[config.mk]
export PLATFORM = sky130hd
export DESIGN_NAME = sha1_message_digest_core
export DESIGN_NICKNAME = d
export VERILOG_FILES = /design/src/rtl/sha1md_pkg.sv /design/src/rtl/sha1_message_digest_core.sv
export SDC_FILE = /design/constraint.sdc
export NUM_CORES = 2
export LEC_CHECK = 0
export BUFFER_PORTS_ARGS = -buffer_cell sky130_fd_sc_hd__buf_4
export CORE_MARGIN = 3
export CORE_UTILIZATION = 55
export CTS_BUF_LIST = sky130_fd_sc_hd__clkbuf_8
export DETAILED_ROUTE_END_ITERATION = 8
export PLACE_DENSITY = 0.74
export REMOVE_ABC_BUFFERS = 1
export SYNTH_ARGS = -nofsm -noshare
export SYNTH_HDL_FRONTEND = slang
export SYNTH_SLANG_ARGS = --single-unit
export TNS_END_PERCENT = 10
[constraint.sdc]
create_clock -name clk -period 17.8 [get_ports clk]
set_clock_uncertainty 0.2 [all_clocks]
set_input_delay 2.67 -clock clk [delete_from_list [all_inputs] [get_ports clk]]
set_output_delay 2.67 -clock clk [all_outputs]
set_load 0.1 [all_outputs]
[src/rtl/sha1md_pkg.sv]
// ------------------------------------------------------------------------
// sha1md_pkg
// types, constants and round functions of the sha-1 digest core
// ------------------------------------------------------------------------
`timescale 1ns / 1ps

package sha1md_pkg;

	// sequencer states
	typedef enum logic [2:0] {
		ST_IDLE,
		ST_PAD80,
		ST_ZERO,
		ST_LEN,
		ST_ROUND,
		ST_ADD,
		ST_EMIT
	} state_t;

	// chaining values after reset and after each digest
	localparam logic [31:0] H_INIT [5] = '{
		32'h67452301, 32'hEFCDAB89, 32'h98BADCFE, 32'h10325476, 32'hC3D2E1F0
	};

	localparam logic [7:0] PAD_BYTE   = 8'h80;
	localparam logic [5:0] LEN_POS    = 6'd56;
	localparam logic [5:0] BYTE_LAST  = 6'd63;
	localparam logic [6:0] ROUND_LAST = 7'd79;
	localparam logic [6:0] ROUND_SCHED = 7'd16;
	localparam logic [2:0] WORD_LAST  = 3'd4;

	// round constant by quarter
	function automatic logic [31:0] round_k(input logic [6:0] rnd);
		logic [31:0] k;
		if (rnd < 7'd20)
			k = 32'h5A827999;
		else if (rnd < 7'd40)
			k = 32'h6ED9EBA1;
		else if (rnd < 7'd60)
			k = 32'h8F1BBCDC;
		else
			k = 32'hCA62C1D6;
		return k;
	endfunction

	// choose, parity or majority by quarter
	function automatic logic [31:0] round_f(input logic [6:0] rnd, input logic [31:0] b,
			input logic [31:0] c, input logic [31:0] d);
		logic [31:0] f;
		if (rnd < 7'd20)
			f = (b & c) | (~b & d);
		else if (rnd < 7'd40 || rnd >= 7'd60)
			f = b ^ c ^ d;
		else
			f = (b & c) | (b & d) | (c & d);
		return f;
	endfunction

endpackage

[src/rtl/sha1_message_digest_core.sv]
// ------------------------------------------------------------------------
// sha1_message_digest_core
// streaming sha-1: bytes in, five big-endian digest words out
// ------------------------------------------------------------------------
//  channel | direction | handshake          | payload
//  input   | in        | in_valid/in_stall  | data_byte, data_present, end_of_message
//  output  | out       | out_valid/out_stall| digest_word, last_word
//
//  an item that neither completes a block nor ends a message leaves the input
//  open for the next item. a byte that completes a block starts a compression:
//  the block load, one round a cycle on the single round unit, the chaining add.
//  an end item also writes the padding one byte a cycle outside compressions
//  (up to 72 bytes with one or two compressions), then shows five words; in_stall
//  stays high till the fifth word is taken. out_stall only holds the current word.
//  reset restores the initial chaining values and clears all counters.
`timescale 1ns / 1ps

module sha1_message_digest_core (
	input  logic        clk,
	input  logic        arst_n,
	input  logic        in_valid,
	output logic        in_stall,
	input  logic [7:0]  data_byte,
	input  logic        data_present,
	input  logic        end_of_message,
	output logic        out_valid,
	input  logic        out_stall,
	output logic [31:0] digest_word,
	output logic        last_word
);

	sha1md_pkg::state_t state_q, state_d, resume_q, resume_d;

	logic [31:0] chain_q [5];
	logic [31:0] blk_q [16];
	logic [31:0] a_q, b_q, c_q, d_q, e_q;
	logic [6:0]  round_q;
	logic [5:0]  bib_q;
	logic [60:0] count_q;
	logic [2:0]  word_q;

	logic        put_en;
	logic [7:0]  put_val;
	logic        count_en;
	logic        load_round;
	logic        round_run;
	logic        add_en;
	logic        emit_done;
	logic [63:0] len_bits;
	logic [7:0]  len_byte;
	logic [31:0] w_cur;
	logic [31:0] t_sum;

	// length field bytes, most significant first
	assign len_bits = {count_q, 3'b000};
	assign len_byte = len_bits[{~bib_q[2:0], 3'b000} +: 8];

	// message schedule from fixed taps of the block window
	assign w_cur = (round_q < sha1md_pkg::ROUND_SCHED) ? blk_q[0] :
		{blk_q[13][30:0] ^ blk_q[8][30:0] ^ blk_q[2][30:0] ^ blk_q[0][30:0],
		 blk_q[13][31] ^ blk_q[8][31] ^ blk_q[2][31] ^ blk_q[0][31]};

	// shared round adder
	assign t_sum = {a_q[26:0], a_q[31:27]} + sha1md_pkg::round_f(round_q, b_q, c_q, d_q)
		+ e_q + sha1md_pkg::round_k(round_q) + w_cur;

	// output word
	assign digest_word = chain_q[word_q];
	assign last_word   = (word_q == sha1md_pkg::WORD_LAST);

	// state register
	always_ff @(posedge clk or negedge arst_n) begin
		if (!arst_n) begin
			state_q  <= sha1md_pkg::ST_IDLE;
			resume_q <= sha1md_pkg::ST_IDLE;
		end else begin
			state_q  <= state_d;
			resume_q <= resume_d;
		end
	end

	// sequencer: next state and strobes
	always_comb begin
		state_d    = state_q;
		resume_d   = resume_q;
		put_en     = 1'b0;
		put_val    = '0;
		count_en   = 1'b0;
		load_round = 1'b0;
		round_run  = 1'b0;
		add_en     = 1'b0;
		emit_done  = 1'b0;
		in_stall   = 1'b1;
		out_valid  = 1'b0;
		unique case (state_q)
			sha1md_pkg::ST_IDLE: begin
				in_stall = 1'b0;
				if (in_valid) begin
					if (data_present) begin
						put_en   = 1'b1;
						put_val  = data_byte;
						count_en = 1'b1;
					end
					if (data_present && bib_q == sha1md_pkg::BYTE_LAST) begin
						state_d    = sha1md_pkg::ST_ROUND;
						load_round = 1'b1;
						resume_d   = end_of_message ? sha1md_pkg::ST_PAD80
							: sha1md_pkg::ST_IDLE;
					end else if (end_of_message) begin
						state_d = sha1md_pkg::ST_PAD80;
					end
				end
			end
			sha1md_pkg::ST_PAD80: begin
				put_en  = 1'b1;
				put_val = sha1md_pkg::PAD_BYTE;
				if (bib_q == sha1md_pkg::BYTE_LAST) begin
					state_d    = sha1md_pkg::ST_ROUND;
					load_round = 1'b1;
					resume_d   = sha1md_pkg::ST_ZERO;
				end else begin
					state_d = sha1md_pkg::ST_ZERO;
				end
			end
			sha1md_pkg::ST_ZERO: begin
				if (bib_q == sha1md_pkg::LEN_POS) begin
					state_d = sha1md_pkg::ST_LEN;
				end else begin
					put_en = 1'b1;
					// zero fill runs past the block end: compress and carry on
					if (bib_q == sha1md_pkg::BYTE_LAST) begin
						state_d    = sha1md_pkg::ST_ROUND;
						load_round = 1'b1;
						resume_d   = sha1md_pkg::ST_ZERO;
					end
				end
			end
			sha1md_pkg::ST_LEN: begin
				put_en  = 1'b1;
				put_val = len_byte;
				if (bib_q == sha1md_pkg::BYTE_LAST) begin
					state_d    = sha1md_pkg::ST_ROUND;
					load_round = 1'b1;
					resume_d   = sha1md_pkg::ST_EMIT;
				end
			end
			sha1md_pkg::ST_ROUND: begin
				round_run = 1'b1;
				if (round_q == sha1md_pkg::ROUND_LAST)
					state_d = sha1md_pkg::ST_ADD;
			end
			sha1md_pkg::ST_ADD: begin
				add_en  = 1'b1;
				state_d = resume_q;
			end
			sha1md_pkg::ST_EMIT: begin
				out_valid = 1'b1;
				if (!out_stall && word_q == sha1md_pkg::WORD_LAST) begin
					emit_done = 1'b1;
					state_d   = sha1md_pkg::ST_IDLE;
				end
			end
			default: begin
				state_d = sha1md_pkg::ST_IDLE;
			end
		endcase
	end

	// counters and chaining values
	always_ff @(posedge clk or negedge arst_n) begin
		if (!arst_n) begin
			bib_q   <= '0;
			count_q <= '0;
			round_q <= '0;
			word_q  <= '0;
			for (int i = 0; i < 5; i++)
				chain_q[i] <= sha1md_pkg::H_INIT[i];
		end else begin
			if (emit_done)
				bib_q <= '0;
			else if (put_en)
				bib_q <= bib_q + 6'd1;
			if (emit_done)
				count_q <= '0;
			else if (count_en)
				count_q <= count_q + 61'd1;
			if (round_run)
				round_q <= (round_q == sha1md_pkg::ROUND_LAST) ? '0 : round_q + 7'd1;
			if (out_valid && !out_stall)
				word_q <= (word_q == sha1md_pkg::WORD_LAST) ? '0 : word_q + 3'd1;
			if (emit_done) begin
				for (int i = 0; i < 5; i++)
					chain_q[i] <= sha1md_pkg::H_INIT[i];
			end else if (add_en) begin
				chain_q[0] <= chain_q[0] + a_q;
				chain_q[1] <= chain_q[1] + b_q;
				chain_q[2] <= chain_q[2] + c_q;
				chain_q[3] <= chain_q[3] + d_q;
				chain_q[4] <= chain_q[4] + e_q;
			end
		end
	end

	// block window: bytes shift in at the tail, schedule words rotate through
	always_ff @(posedge clk) begin
		if (put_en) begin
			for (int i = 0; i < 15; i++)
				blk_q[i] <= {blk_q[i][23:0], blk_q[i+1][31:24]};
			blk_q[15] <= {blk_q[15][23:0], put_val};
		end else if (round_run) begin
			for (int i = 0; i < 15; i++)
				blk_q[i] <= blk_q[i+1];
			blk_q[15] <= w_cur;
		end
	end

	// working variables
	always_ff @(posedge clk or negedge arst_n) begin
		if (!arst_n) begin
			a_q <= '0;
			b_q <= '0;
			c_q <= '0;
			d_q <= '0;
			e_q <= '0;
		end else if (load_round) begin
			a_q <= chain_q[0];
			b_q <= chain_q[1];
			c_q <= chain_q[2];
			d_q <= chain_q[3];
			e_q <= chain_q[4];
		end else if (round_run) begin
			a_q <= t_sum;
			b_q <= a_q;
			c_q <= {b_q[1:0], b_q[31:2]};
			d_q <= c_q;
			e_q <= d_q;
		end
	end

endmodule

==> run_results.csv <==
group,metric,value,unit
outcome,status,"finished clean",
cells_and_area,multi_input_area,26600,µm²
clocking,cts.hold.buffers_added,0,
sta,maxSlewHeadroom,0.214,
cells_and_area,seq_area,25600,µm²
clocking,clk_pin_slew_worst_paths,0.06,ns
grt,first_global_vias,41600,
route,drt-total-wl,146000,µm
grt,grt_pass1_wl,230000,µm
yosys,ys_types,80,
yosys,yosysTopAreaCellShare,0.284,
setup_path,worstPathRequired,18.34,ns
sta,fin_ws,10.73,ns
yosys,ys_ff_latch,915,
yosys,synth_ff_type,"edfxtp_1",
power,vdd_drop_max,0.0613,mV
floorplan,core,97100,µm²
sta,finalHoldViolations,0,
yosys,yosys.area.top_type,"edfxtp_1",
yosys,synth_most_common_cell,"nand2_1",
grt,antenna_found_initial,4,
sta,period_needed,7.07,ns
cells_and_area,area_growth,8.13,%
yosys,synth_edf_count,512,
setup_path,worstSetupEndpointType,"flop",
floorplan,ios,49,
clocking,postCtsResizedCells,0,
grt,track_usage,0.284,
route,num_vias,43100,
route,drc,0,
yosys,syn_inst,5918,
sta,worst_pin_slew,1.18,ns
power,power-per-cell-area,71.7,nW/µm²
grt,grt_overflow,0,
place,place_congestion,0.953,
clocking,cts_tree,"yes",
grt,grt_max_degree,232,
clocking,cts-root-buf,"clkbuf_8",
route,wire_per_inst,20.0,µm
floorplan,die_h,320,µm
setup_path,cp.arrival,7.61,ns
route,drtAntennaViolNets,0,
sta,fmax,0.141,GHz
floorplan,start_util,0.558,
route,via_per_inst,5.91,
clocking,cts-buffers-inserted,161,
yosys,syn_area_per_cell,9.16,µm²
yosys,async_flop_share,0.440,
clocking,clock_latency,0.85,ns
sta,drv_slew,0,
route,drtIter0Drc,4458,
setup_path,cp_max_fo,23,
setup_path,critPathLaunchType,"flop",
yosys,synthTopCellsByArea,"edfxtp_1, dfrtp_1, nand2_1, fa_1, ha_1",
sta,timing.hold.ws,0.283,ns
setup_path,crit_path_top_delay_cell,"o21ai_0",
sta,fin_crit_sh,0.397,
setup_path,critical_path_class,"flop to flop",
setup_path,max_stage_delay,0.64,ns
yosys,ys_seq_area_frac,0.472,
yosys,synthTopCellsByCount,"nand2_1, edfxtp_1, dfrtp_1, nor2_1, inv_1",
place,hpwlAfterDp,99000,µm
yosys,netlist_area,54200,µm²
sta,setup_viol,0,
sta,rsz0062_at_grt,"false",
cells_and_area,nets,6227,
sta,final.setup.tns,0,ns
floorplan,fp.dieArea,102000,µm²
clocking,clkSinkCount,915,
floorplan,die_x,320,µm
cells_and_area,drive_above_1_share,0.0736,
clocking,postCtsSetupBuffers,0,
place,port_buffers,48,
hold_path,hold_class,"flop to flop",
clocking,htreeDepth,4,
yosys,yosys_warnings,0,
cells_and_area,n_fill_cell,8295,
cells_and_area,fin_util,0.603,
floorplan,rows,114,
job,drv_cap,0,
power,p_leak,27.6,nW
route,dr.pass1.iters,8,
clocking,clk_path_buf_depth,3,
place,place_ws,10.21,ns
## final timing paths
kind	to	cells past startpoint	startpoint	slack, ns
setup reg to reg	a_q[21]	28	round_q[4]	10.73
max in group asynchronous	chain_q[64]	3	arst_n	13.57
setup / recovery	a_q[21]	28	round_q[4]	10.73
hold reg to reg	resume_q[2]	2	resume_q[2]	0.28
min in group asynchronous	word_q[2]	1	arst_n	1.68
hold / removal	resume_q[2]	2	resume_q[2]	0.28
## worst max-delay path, delay by kind of cell, from the launching register on
kind / cells / cell delay [ns]
buffers and inverters: 9 / 1.72
DFF: 1 / 0.48
adders and majority gates: 4 / 1.10
and+or+nand+nor: 3 / 0.35
muxes: 1 / 0.37
AOI/OAI and AO/OA: 11 / 2.73
## state kept, by name, indices dropped and copies added (netlist names)
register / cells
c_q: 32
state_q: 3
bib_q: 6
blk_q: 512
count_q: 61
resume_q: 3
a_q: 32
d_q: 32
chain_q: 160
round_q: 7
e_q: 32
word_q: 3
b_q: 32
## placed cells by master, fill, tap and decap left out, drive strengths merged, types with 80 or more instances in the layout
cell type and count:
a21o 93, xnor2 183, dfstp 80, mux2i 113, buf 100, fa 125, ha 199, inv 349
nand3 101, dfrtp 323, o21ai 271, nor2 313, a21oi 251, clkbuf 183, xor2 110, a22oi 127
edfxtp 512, nand2 1923
## cell type report
class                      count  share of cell area
clock inverter               106             0.00854
tap                         1276              0.0272
sequential                   915               0.436
multi-input combinational   4430               0.453
clock buffer                 183              0.0430
antenna                        3            0.000128
inverter                     281              0.0180
timing repair buffer         100              0.0136
## stage by stage
stage	cells	power, mW	instance area (µm²)
final	7294	4.20	58600
after global routing	7294	4.33	58600
after CTS	7291	4.23	58600
after detailed placement	7002	2.38	55600
after global placement	7002	2.38	55600
after floorplan	5626	2.34	53100
## cells by family after synthesis
family	after synthesis	synth area share
flip-flops	915	0.472
XOR/XNOR	293	0.0473
adder cells (fa/ha/maj)	324	0.0921
AO/OA/AOI/OAI	1072	0.126
buffers and inverters	573	0.0398
AND/OR/NAND/NOR	2609	0.196
multiplexers	132	0.0275
## metal layers
metal | vias up | track usage | wire length (µm)
met3 | 338 | 0.0515 | 11600
met2 | 1724 | 0.441 | 66800
met4 | 2 | 0.122 | 6170
met1 | 20800 | 0.394 | 61600
li1 | 20200 | - | -
met5 | - | 0 | 13
## report_power, final
part	internal, mW	switching (mW)	total [mW]
clock network	0.944	0.918	1.86
logic	0.0247	0.0772	0.102
registers	2.23	0.00542	2.24
(Power assumes the default switching activity.)
